`config.mk`:
```
export PLATFORM = sky130hd
export DESIGN_NAME = sobt_queue
export DESIGN_NICKNAME = d
export VERILOG_FILES = /design/src/hw/rtl/sobt_pkg.sv /design/src/hw/rtl/sobt_queue.sv
export SDC_FILE = /design/constraint.sdc
export NUM_CORES = 1
export LEC_CHECK = 0
export BUFFER_PORTS_ARGS = -buffer_cell sky130_fd_sc_hd__buf_2
export CORE_MARGIN = 4
export CORE_UTILIZATION = 40
export DETAILED_ROUTE_END_ITERATION = 7
export GPL_TIMING_DRIVEN = 0
export PLACE_DENSITY = 0.71
export SLEW_MARGIN = 10
export SYNTH_ARGS = -nofsm -noshare
export SYNTH_HDL_FRONTEND = slang
export SYNTH_SLANG_ARGS = --single-unit
```
`constraint.sdc`:
```
create_clock -name clock -period 3.2 [get_ports clock]
set_input_delay 0.16 -clock clock [delete_from_list [all_inputs] [get_ports clock]]
set_output_delay 0.16 -clock clock [all_outputs]
set_load 0.01 [all_outputs]
```
`src/hw/rtl/sobt_pkg.sv`:
```
`default_nettype none

package sobt_pkg;

   // Frame geometry limits
   localparam int MAX_WIDTH  = 2048;
   localparam int MAX_HEIGHT = 2048;
   localparam int MIN_SIZE   = 3;

   // Field widths
   localparam int PIX_W   = 8;
   localparam int SIZE_W  = 12;
   localparam int THR_W   = 11;
   localparam int COORD_W = 11;
   localparam int ADDR_W  = $clog2(MAX_WIDTH);
   localparam int LINE_W  = 2 * PIX_W;
   localparam int GRAD_W  = PIX_W + 2;
   localparam int MAG_W   = GRAD_W + 1;

   // Configuration port
   localparam int CSR_IDX_W  = 2;
   localparam int CSR_DATA_W = SIZE_W;

   typedef enum logic [CSR_IDX_W-1:0] {
      CSR_IMAGE_WIDTH    = 2'd0,
      CSR_IMAGE_HEIGHT   = 2'd1,
      CSR_EDGE_THRESHOLD = 2'd2
   } csr_index_type;

   localparam logic [SIZE_W-1:0] WIDTH_RESET     = SIZE_W'(640);
   localparam logic [SIZE_W-1:0] HEIGHT_RESET    = SIZE_W'(480);
   localparam logic [THR_W-1:0]  THRESHOLD_RESET = '0;

   // Queue between front and back
   localparam int QUEUE_DEPTH = 4;
   localparam int QPTR_W      = $clog2(QUEUE_DEPTH);
   localparam int QCNT_W      = $clog2(QUEUE_DEPTH + 1);

   localparam logic [PIX_W-1:0] PIX_MAX = {PIX_W{1'b1}};

   typedef struct packed {
      logic [PIX_W-1:0] pixel;
      logic             frame_start;
   } req_type;

   typedef struct packed {
      logic [PIX_W-1:0]   edge_value;
      logic [COORD_W-1:0] center_column;
      logic [COORD_W-1:0] center_row;
      logic               frame_done;
   } rsp_type;

   typedef struct packed {
      logic [SIZE_W-1:0] image_width;
      logic [SIZE_W-1:0] image_height;
      logic [THR_W-1:0]  edge_threshold;
   } cfg_type;

   // 3x3 window indexed [row][column], row 0 oldest, column 0 leftmost
   typedef logic [2:0][2:0][PIX_W-1:0] window_type;

   typedef struct packed {
      window_type         window;
      logic [COORD_W-1:0] center_column;
      logic [COORD_W-1:0] center_row;
      logic               frame_done;
   } work_type;

endpackage

`default_nettype wire

```
`src/hw/rtl/sobt_queue.sv`:
```
`default_nettype none

module sobt_queue (
   input  wire logic                        clock,
   input  wire logic                        reset,
   input  wire logic                        push_valid,
   input  wire sobt_pkg::work_type          push_data,
   input  wire logic                        pop,
   output logic                             head_valid,
   output sobt_pkg::work_type               head_data,
   output logic [sobt_pkg::QCNT_W-1:0]      count
);

   sobt_pkg::work_type              slot_ff [sobt_pkg::QUEUE_DEPTH];
   logic [sobt_pkg::QPTR_W-1:0]     wr_ptr_ff, wr_ptr_in;
   logic [sobt_pkg::QPTR_W-1:0]     rd_ptr_ff, rd_ptr_in;
   logic [sobt_pkg::QCNT_W-1:0]     count_ff, count_in;
   logic                            do_pop;

   assign head_valid = (count_ff != '0);
   assign head_data  = slot_ff[rd_ptr_ff];
   assign count      = count_ff;
   assign do_pop     = pop && head_valid;

   // Advance pointers and occupancy
   always_comb begin
      wr_ptr_in = push_valid ? wr_ptr_ff + sobt_pkg::QPTR_W'(1) : wr_ptr_ff;
      rd_ptr_in = do_pop ? rd_ptr_ff + sobt_pkg::QPTR_W'(1) : rd_ptr_ff;
      count_in  = count_ff;
      if (push_valid && !do_pop) begin
         count_in = count_ff + sobt_pkg::QCNT_W'(1);
      end else if (!push_valid && do_pop) begin
         count_in = count_ff - sobt_pkg::QCNT_W'(1);
      end
   end

   always_ff @(posedge clock) begin
      if (reset) begin
         wr_ptr_ff <= '0;
         rd_ptr_ff <= '0;
         count_ff  <= '0;
      end else begin
         wr_ptr_ff <= wr_ptr_in;
         rd_ptr_ff <= rd_ptr_in;
         count_ff  <= count_in;
      end
   end

   always_ff @(posedge clock) begin
      if (push_valid) begin
         slot_ff[wr_ptr_ff] <= push_data;
      end
   end

endmodule

`default_nettype wire

```
==> results.cfg <==
[synth]
yosys.area.top_type_share_pct = 80.5
synthTopCellsByArea = edfxtp_1 80%, mux4_2 15%, dfxtp_1 1.3%
synthTopCellsByCount = 380 x edfxtp_1, 95 x mux4_2, 11 x buf_2
ys_seq_area_share_pct = 81.7
synth-seq-cells = 389
avgSynthCellArea_um2 = 26.3
yosys.area.top_type = edfxtp_1
synth_cell_type_count = 20
syn_inst = 540
synth_enable_flop_cells = 380
synth-async-reset-ratio_pct = 0
synth_area_um2 = 14200
ys.flop_type = edfxtp_1
syn-num-nets = 645
ys_warn_count = 0
synth_most_common_cell = edfxtp_1

[cells_and_area]
final_core_util_pct = 52.0
syn_to_final_growth_pct = 27.6
drive_above_1_share_pct = 40.8
regArea_um2 = 11600
design_area_um2 = 18100
fill_cells = 2723
multi_input_area_um2 = 2390
fin_nets = 987

[run]
drv_cap = 0

[clocking]
htreeDepth = 2
clk_root_buffer_cell = clkbuf_16
cts_buffer_depth = 3
post_cts_buffers = 0
clk_latency_ps = 530
clkTransAtPathRegs_ps = 50
cts_resized = 0
cts_buffers = 39
cts_tree = done
cts_sinks = 389
cts_hold_buf = 98

[pwr]
seqPwrFrac_pct = 44.8
p_leak_nw = 6.15
clock_power_share_pct = 32.6
internal_power_mw = 9.92
power_density_nw_per_um2 = 732
switching_share_pct = 25.2
power_mw = 13.3
p_sw_mw = 3.34
share_comb_of_total_power_pct = 22.6
vdd_drop_max_mv = 0.559

[critical_path]
reg2reg_depth = 7
cp_top_family = buffers and inverters
ff2ff_setup_slack_ps = 1070
slowest_stage = buf_2
crit_path_end_kind = output port
critPathKind = register to output port
max_stage_delay_ps = 370
startpoint_type = register
critPathMaxFanout = 10
r2r_end = count[2]
critPathRequiredTime_ps = 3040
cp_cell_sequence = buf_2, buf_2, buf_2, mux4_2, buf_2
path_common_cell = buf_2
crit_buf_inv = 4
reg2reg_from = count[1]
critPathArrivalTime_ps = 2270

[sta]
worstMarginPinSlew_ps = 786
slew_viol_final = 0
period_minus_slack_ps = 2430
rsz0062_at_grt = no
setup_ws_ps = 769
clock.fmax_mhz = 411
fin_crit_sh_pct = 76.0
slew_headroom_pct = 47.6
setup_viol = 0
final.setup_skew_ps = 8.08
finalHoldViolCount = 0

[global_route]
grt_max_degree = 51
grt_pass1_wl_um = 43200
overflow = 0
track_usage_pct = 14.7
antenna_found_initial = 2
grt_pass1_vias = 7425

[placed_design]
dp_hpwl_um = 17000
place_congestion = 0.694
io_buffers = 196
pre_cts_slack_ps = 1080
placed_cell_area_um2 = 15900

[drt]
drt_iter0_drc = 311
postRouteAntennaNets = 0
vias = 6794
vias_per_cell = 4.96
drt_pass1_iterations = 6
wl_um = 28300
drc = 0
wl_per_cell_um = 20.6

[floorplan]
io_pins = 198
die_w_um = 196
dieArea_um2 = 38500
num_rows = 68
start_util_pct = 40.8
core_area_um2 = 34800
die_h_um = 196

[hold_path]
hp-class = primary input to register
min-delay-start = pop
holdPathStages = 4

[run_status]
status = finished, final reports clean
[registers in the layout, summed over array words and instances (netlist names), named ones only]
signal / cells
slot_ff: 380
count: 3
rd_ptr_ff: 2
wr_ptr_ff: 2
[metrics by stage]
| step | cells | hold slack, ps | setup TNS, ps |
|---|---|---|---|
| 2_1_floorplan | 540 | 259 | 0 |
| 3_3_place_gp | 1191 | 372 | -354730 |
| 3_5_place_dp | 1198 | 377 | 0 |
| 4_1_cts | 1367 | 9.64 | 0 |
| 5_1_grt | 1369 | 71.0 | 0 |
| 6_report | 1369 | 44.2 | 0 |
[area by class of cell]
type	instances	share of cell area (%)
inverter	3	0.0622
multi-input combinational	125	13.2
buffer	23	1.13
sequential	389	64.0
timing repair buffer	301	11.7
tap	455	3.14
antenna	2	0.0276
clock inverter	19	0.802
clock buffer	52	5.89
[logic make-up after synthesis]
family,Yosys count,share of synthesized area [%]
AOI/OAI and AO/OA,4,0.185
xor gates and xnor gates,5,0.309
adders and majority gates,6,0.582
buffers and inverters,26,1.53
DFF,389,81.7
muxes,97,15.2
and+or+nand+nor,13,0.450
[power by group through the flow]
stage	sequential, mW	combinational, mW	clock, mW
finish	5.95	2.99	4.32
detailed placement	6.05	2.99	0
CTS	5.95	3.10	4.46
global placement	6.07	2.93	0
floorplan	6.05	1.91	0
global route	5.96	3.25	4.67
[per-layer routing]
layer	part of all wire, %	routed length (um)	global-route usage, %
met5	0	0	0
met4	3.0	852	5.66
met3	5.8	1650	3.47
met1	40	11400	18.9
met2	51	14300	24.4
[cells in the final DEF, fill, tap and decap left out, types with 2 or more instances in the layout]
| master | count |
|---|---|
| clkinvlp_4 | 4 |
| ha_1 | 5 |
| mux2i_1 | 2 |
| clkinv_1 | 8 |
| bufinv_16 | 2 |
| buf_2 | 207 |
| dlygate4sd3_1 | 98 |
| edfxtp_1 | 380 |
| clkbuf_16 | 41 |
| buf_12 | 10 |
| buf_16 | 3 |
| mux4_2 | 95 |
| clkbuf_1 | 16 |
| or3_1 | 2 |
| xor2_1 | 4 |
| dfxtp_1 | 9 |
| inv_1 | 3 |
| clkinv_2 | 5 |
| diode_2 | 2 |
| and2_4 | 4 |
| nor2_1 | 7 |
[worst max path at each step]
| stage | end | cells past startpoint | start | slack, ps |
|---|---|---|---|---|
| after floorplan | slot_ff[1][0] | 2 | wr_ptr_ff[0] | 10 |
| after global placement | slot_ff[3][67] | 2 | wr_ptr_ff[0] | -1890 |
| after detailed placement | slot_ff[2][66] | 5 | wr_ptr_ff[0] | 1080 |
| after CTS | head_data[55] | 5 | register | 640 |
| after global routing | head_data[55] | 5 | register | 600 |
| final | head_data[55] | 5 | register | 770 |
[tightest hold or removal path, cell delays in order]
cell,delay [ps]
buf_2,110
o31ai_1,100
xor2_1,90
nor2_1,80
No activity file was read; power rests on OpenSTA's default activity.
