==> src/hw/rtl/sobt_pkg.sv <==
`default_nettype none

package sobt_pkg;

   // Frame geometry limits
   localparam int MAX_WIDTH  = 2048;
   localparam int MAX_HEIGHT = 2048;
   localparam int MIN_SIZE   = 3;

   // Field widths
   localparam int PIX_W   = 8;
   localparam int SIZE_W  = 12;
   localparam int THR_W   = 11;
   localparam int COORD_W = 11;
   localparam int ADDR_W  = $clog2(MAX_WIDTH);
   localparam int LINE_W  = 2 * PIX_W;
   localparam int GRAD_W  = PIX_W + 2;
   localparam int MAG_W   = GRAD_W + 1;

   // Configuration port
   localparam int CSR_IDX_W  = 2;
   localparam int CSR_DATA_W = SIZE_W;

   typedef enum logic [CSR_IDX_W-1:0] {
      CSR_IMAGE_WIDTH    = 2'd0,
      CSR_IMAGE_HEIGHT   = 2'd1,
      CSR_EDGE_THRESHOLD = 2'd2
   } csr_index_type;

   localparam logic [SIZE_W-1:0] WIDTH_RESET     = SIZE_W'(640);
   localparam logic [SIZE_W-1:0] HEIGHT_RESET    = SIZE_W'(480);
   localparam logic [THR_W-1:0]  THRESHOLD_RESET = '0;

   // Queue between front and back
   localparam int QUEUE_DEPTH = 4;
   localparam int QPTR_W      = $clog2(QUEUE_DEPTH);
   localparam int QCNT_W      = $clog2(QUEUE_DEPTH + 1);

   localparam logic [PIX_W-1:0] PIX_MAX = {PIX_W{1'b1}};

   typedef struct packed {
      logic [PIX_W-1:0] pixel;
      logic             frame_start;
   } req_type;

   typedef struct packed {
      logic [PIX_W-1:0]   edge_value;
      logic [COORD_W-1:0] center_column;
      logic [COORD_W-1:0] center_row;
      logic               frame_done;
   } rsp_type;

   typedef struct packed {
      logic [SIZE_W-1:0] image_width;
      logic [SIZE_W-1:0] image_height;
      logic [THR_W-1:0]  edge_threshold;
   } cfg_type;

   // 3x3 window indexed [row][column], row 0 oldest, column 0 leftmost
   typedef logic [2:0][2:0][PIX_W-1:0] window_type;

   typedef struct packed {
      window_type         window;
      logic [COORD_W-1:0] center_column;
      logic [COORD_W-1:0] center_row;
      logic               frame_done;
   } work_type;

endpackage

`default_nettype wire

==> src/hw/rtl/sobt_back.sv <==
`default_nettype none

module sobt_back (
   input  wire logic                        clock,
   input  wire logic                        reset,
   input  wire logic [sobt_pkg::THR_W-1:0]  edge_threshold,
   input  wire logic                        head_valid,
   input  wire sobt_pkg::work_type          head_data,
   output logic                             pop,
   output logic                             rsp_valid,
   input  wire logic                        rsp_ready,
   output sobt_pkg::rsp_type                rsp_data
);

   sobt_pkg::window_type          w;
   logic [sobt_pkg::GRAD_W-1:0]   x_pos, x_neg, y_pos, y_neg;
   logic [sobt_pkg::GRAD_W-1:0]   ax_in, ay_in;

   logic                          s1_valid_ff;
   logic [sobt_pkg::GRAD_W-1:0]   s1_ax_ff, s1_ay_ff;
   logic [sobt_pkg::COORD_W-1:0]  s1_col_ff, s1_row_ff;
   logic                          s1_done_ff;
   logic                          s1_adv;

   logic [sobt_pkg::MAG_W-1:0]    mag;
   logic [sobt_pkg::PIX_W-1:0]    edge_in;

   logic                          out_valid_ff;
   sobt_pkg::rsp_type             out_data_ff;
   logic                          out_adv;

   // Stall each stage only when the one after it is full and held
   assign out_adv = !out_valid_ff || rsp_ready;
   assign s1_adv  = !s1_valid_ff || out_adv;
   assign pop     = head_valid && s1_adv;

   // Column and row weighted sums of the window, then absolute gradients
   assign w = head_data.window;

   always_comb begin
      x_pos = sobt_pkg::GRAD_W'(w[0][2]) + {1'b0, w[1][2], 1'b0} + sobt_pkg::GRAD_W'(w[2][2]);
      x_neg = sobt_pkg::GRAD_W'(w[0][0]) + {1'b0, w[1][0], 1'b0} + sobt_pkg::GRAD_W'(w[2][0]);
      y_pos = sobt_pkg::GRAD_W'(w[2][0]) + {1'b0, w[2][1], 1'b0} + sobt_pkg::GRAD_W'(w[2][2]);
      y_neg = sobt_pkg::GRAD_W'(w[0][0]) + {1'b0, w[0][1], 1'b0} + sobt_pkg::GRAD_W'(w[0][2]);
      ax_in = (x_pos >= x_neg) ? x_pos - x_neg : x_neg - x_pos;
      ay_in = (y_pos >= y_neg) ? y_pos - y_neg : y_neg - y_pos;
   end

   always_ff @(posedge clock) begin
      if (reset) begin
         s1_valid_ff <= 1'b0;
      end else if (s1_adv) begin
         s1_valid_ff <= head_valid;
      end
   end

   always_ff @(posedge clock) begin
      if (pop) begin
         s1_ax_ff   <= ax_in;
         s1_ay_ff   <= ay_in;
         s1_col_ff  <= head_data.center_column;
         s1_row_ff  <= head_data.center_row;
         s1_done_ff <= head_data.frame_done;
      end
   end

   // L1 magnitude, threshold and saturate
   always_comb begin
      mag = sobt_pkg::MAG_W'(s1_ax_ff) + sobt_pkg::MAG_W'(s1_ay_ff);
      if (mag < edge_threshold) begin
         edge_in = '0;
      end else if (mag > sobt_pkg::MAG_W'(sobt_pkg::PIX_MAX)) begin
         edge_in = sobt_pkg::PIX_MAX;
      end else begin
         edge_in = mag[sobt_pkg::PIX_W-1:0];
      end
   end

   always_ff @(posedge clock) begin
      if (reset) begin
         out_valid_ff <= 1'b0;
      end else if (out_adv) begin
         out_valid_ff <= s1_valid_ff;
      end
   end

   always_ff @(posedge clock) begin
      if (out_adv && s1_valid_ff) begin
         out_data_ff.edge_value    <= edge_in;
         out_data_ff.center_column <= s1_col_ff;
         out_data_ff.center_row    <= s1_row_ff;
         out_data_ff.frame_done    <= s1_done_ff;
      end
   end

   assign rsp_valid = out_valid_ff;
   assign rsp_data  = out_data_ff;

endmodule

`default_nettype wire

==> config.mk <==
export PLATFORM = sky130hd
export DESIGN_NAME = sobt_back
export DESIGN_NICKNAME = d
export VERILOG_FILES = /design/src/hw/rtl/sobt_pkg.sv /design/src/hw/rtl/sobt_back.sv
export SDC_FILE = /design/constraint.sdc
export NUM_CORES = 1
export LEC_CHECK = 0
export BUFFER_PORTS_ARGS = -buffer_cell sky130_fd_sc_hd__buf_2
export CAP_MARGIN = 5
export CORE_MARGIN = 2
export CORE_UTILIZATION = 28
export DETAILED_ROUTE_END_ITERATION = 6
export HOLD_SLACK_MARGIN = 0.05
export SETUP_SLACK_MARGIN = 0.3
export SYNTH_ARGS = -nofsm -noshare
export SYNTH_HDL_FRONTEND = slang
export SYNTH_SLANG_ARGS = --single-unit
==> constraint.sdc <==
create_clock -name clock -period 13 [get_ports clock]
set_input_delay 2.6 -clock clock [delete_from_list [all_inputs] [get_ports clock]]
set_output_delay 2.6 -clock clock [all_outputs]
set_load 0.005 [all_outputs]
==> summary.txt <==
Finish
  • Commonest non-fill, non-tap cell in the layout: buf_2
  • Area delta synth->final: 20.2%
  • Commonest cells after routing, fill and taps aside: 134 x buf_2, 94 x ha_1, 79 x inv_1
  • Post-layout util: 0.344
  • Final #Nets: 1007
  • N_diodes: 0
  • Final Cell Area: 8100 um^2
  • Fillers: roughly 2400
  • Cell Count, Final, Fillers Out: 1089
  • Share of post-route cells with drive strength above 1: 0.206

Die
  • Core area: 23500 um^2
  • Initial Utilization: 0.286
  • Die Y: 159 um
  • Die Span X: roughly 160 um
  • Die area: 25300 um^2
  • Site row count: 56
  • IO Count: 143

Pwr
  • Max VDD drop: 0.000101 V
  • P_leak: 3.77 nW
  • PwrDens: 230 nW/um^2

Worst setup path
  • Worst R2R Start: s1_ay_ff[4]
  • Crit path max-delay family: compound AO/OA/AOI/OAI gates
  • Worst Setup SP: head_data[40]
  • Critical Path AT: 6900 ps
  • Buf+Inv Stages, Crit Path: 3
  • Required time worst endpoint: 13070 ps
  • Cells along the critical path: buf_2, inv_1, fa_1, inv_1, ha_1, fa_1, a21o_1, a21oi_1, o21bai_1, a21oi_1, xnor2_1, ha_1, a21oi_4, o21ai_2, or3_1, o22a_1, or3_1, a211o_1
  • Crit Path Max Fanout: 10
  • Crit-path slowest cell: fa_1
  • Crit path launch type: input port
  • CP Class: input port to flip-flop
  • CP Capture Type: flip-flop
  • Crit-path max cell delay: 530 ps

Timing
  • Final setup TNS: 0 ps
  • Measured slew at the worst slew-check pin: 576 ps
  • Clk_skew: roughly 4.6 ps
  • Slew headroom: 0.611
  • Period minus WS final: between 6000 and 7000 ps
  • Final-report setup violation count: 0
  • WHS: 417 ps
  • Final Hold Fails: 0
  • Fmax: 146 MHz
  • RSZ-0062 raised after global routing: no
  • Fin crit share: 0.526
  • Slew Limit Fails: 0

Job
  • Max-Cap Viols: 0

Synth
  • Synth Net Count: 866
  • EDFF count, synth: 74
  • Main synth FF type: edfxtp_1
  • #FFs+latches synth: 76
  • Yosys warns: 0
  • Synth async-reset ratio: 0
  • Mapped Area: 6740 um^2
  • Syn Area/Cell: approximately 11 um^2
  • Number of library cell types mapped by synthesis: 54
  • Post-Syn Instances: ~630
  • Register area share after synthesis: 0.336

Clocking
  • Postcts setup bufs: 0
  • H-tree depth: 3
  • CTS Buf Count: 9
  • Clock tree from TritonCTS: done
  • CTS Sinks: 76
  • Clock Latency Late Sink: 320 ps
  • CTS resizes: 0
  • CTS Hold Bufs: 0
  • Root Driver: clkbuf_16
  • Clk slew on worst S/H paths: around 60 ps
  • Clock Path Buffers: 2

Placed design
  • Placed cell count: 1074
  • Dpl hpwl: 12500 um
  • Placed inst area: 7810 um^2
  • Port Buf Inserts: approximately 130
  • GPL Wtd Cong: 0.830

Detailed routing
  • Starting DRT DRC Count: 239
  • Vias per inst: 4.50
  • DR WL met3: approximately 770 um
  • Length of routed wiring on met1: 7360 um
  • Via count: 4900
  • Drt drc: 0
  • Remaining antenna violation count: 0
  • Routed wl met2: 6210 um
  • WL/cell: between 10 and 15 um
  • DR top layer: met4
  • First-pass DRT Iterations: 4
  • Post-Route WL: 14600 um

Global route
  • Congestion Overflow GR: 0
  • Vias in the first global route: 4702
  • GRT Total Usage: 0.114
  • Initial antenna violation count: 0
  • Largest net degree at the start of global routing: 45
  • First-pass GRT wire length: 23600 um

Min path
  • Worst hold path type: flip-flop to flip-flop
  • HP Start: s1_col_ff[2]

Status
  • Status: finished, final reports clean
==> stage by stage <==
step | power [mW] | setup slack [ps]
floorplan | 1.37 | 4460
global placement | 1.62 | 5840
detailed placement | 1.64 | 5810
CTS | 1.88 | 6150
global route | 2.06 | 5910
finish | 1.86 | 6170
==> synth_stat cells (all sizes together), types with 17 or more instances <==
cell type | number | area share
xnor2 | 22 | 0.029
a21o | 17 | 0.019
nor2b | 18 | 0.017
edfxtp | 74 | 0.33
inv | 79 | 0.044
nor2 | 37 | 0.021
o21ai | 24 | 0.018
xor2 | 32 | 0.042
a21oi | 38 | 0.030
fa | 37 | 0.11
mux2i | 17 | 0.025
ha | 94 | 0.17
==> layer usage <==
layer	vias to the layer above	global-route usage
li1	2496	-
met1	2218	0.162
met2	170	0.180
met3	16	0.0159
met4	0	0.0372
met5	-	0
==> cell type report <==
class	count	area [um^2]	area share
multi-input combinational	463	4160	0.514
inverter	79	297	0.0366
tap	319	399	0.0493
clock inverter	6	65.1	0.00803
timing repair buffer	137	693	0.0855
sequential	76	2260	0.279
clock buffer	9	225	0.0278
==> power by group <==
| part | leakage (nW) | total [mW] | internal (mW) | switching [mW] |
|---|---|---|---|---|
| clock network | 0.142 | 0.239 | 0.148 | 0.0917 |
| logic | 2.90 | 1.23 | 0.549 | 0.681 |
| registers | 0.728 | 0.395 | 0.378 | 0.0170 |
==> flip-flops by register name, indices dropped and copies added (netlist names) <==
register	flops
rsp_data	31
rsp_valid	1
s1_ax_ff	10
s1_ay_ff	10
s1_col_ff	11
s1_done_ff	1
s1_row_ff	11
s1_valid_ff	1
==> logic make-up (layout without fill, tap and decap cells) <==
group / count (synthesis) / in the layout / synth area share
xor gates and xnor gates: 54 / 54 / 0.0702
and+or+nand+nor: 117 / 117 / 0.0878
adders and majority gates: 131 / 131 / 0.284
buffers and inverters: 86 / 231 / 0.0501
muxes: 17 / 17 / 0.0252
AOI/OAI and AO/OA: 144 / 144 / 0.147
DFF: 76 / 76 / 0.336
==> worst paths after layout <==
check	cells past startpoint	end	slack [ps]
worst min-delay path	0	rsp_data[14]	420
worst max register to register	12	rsp_data[26]	9530
worst max-delay path	18	s1_ax_ff[9]	6170
worst min register to register	0	rsp_data[14]	420
Note: power is estimated with default switching activity, not from simulation.
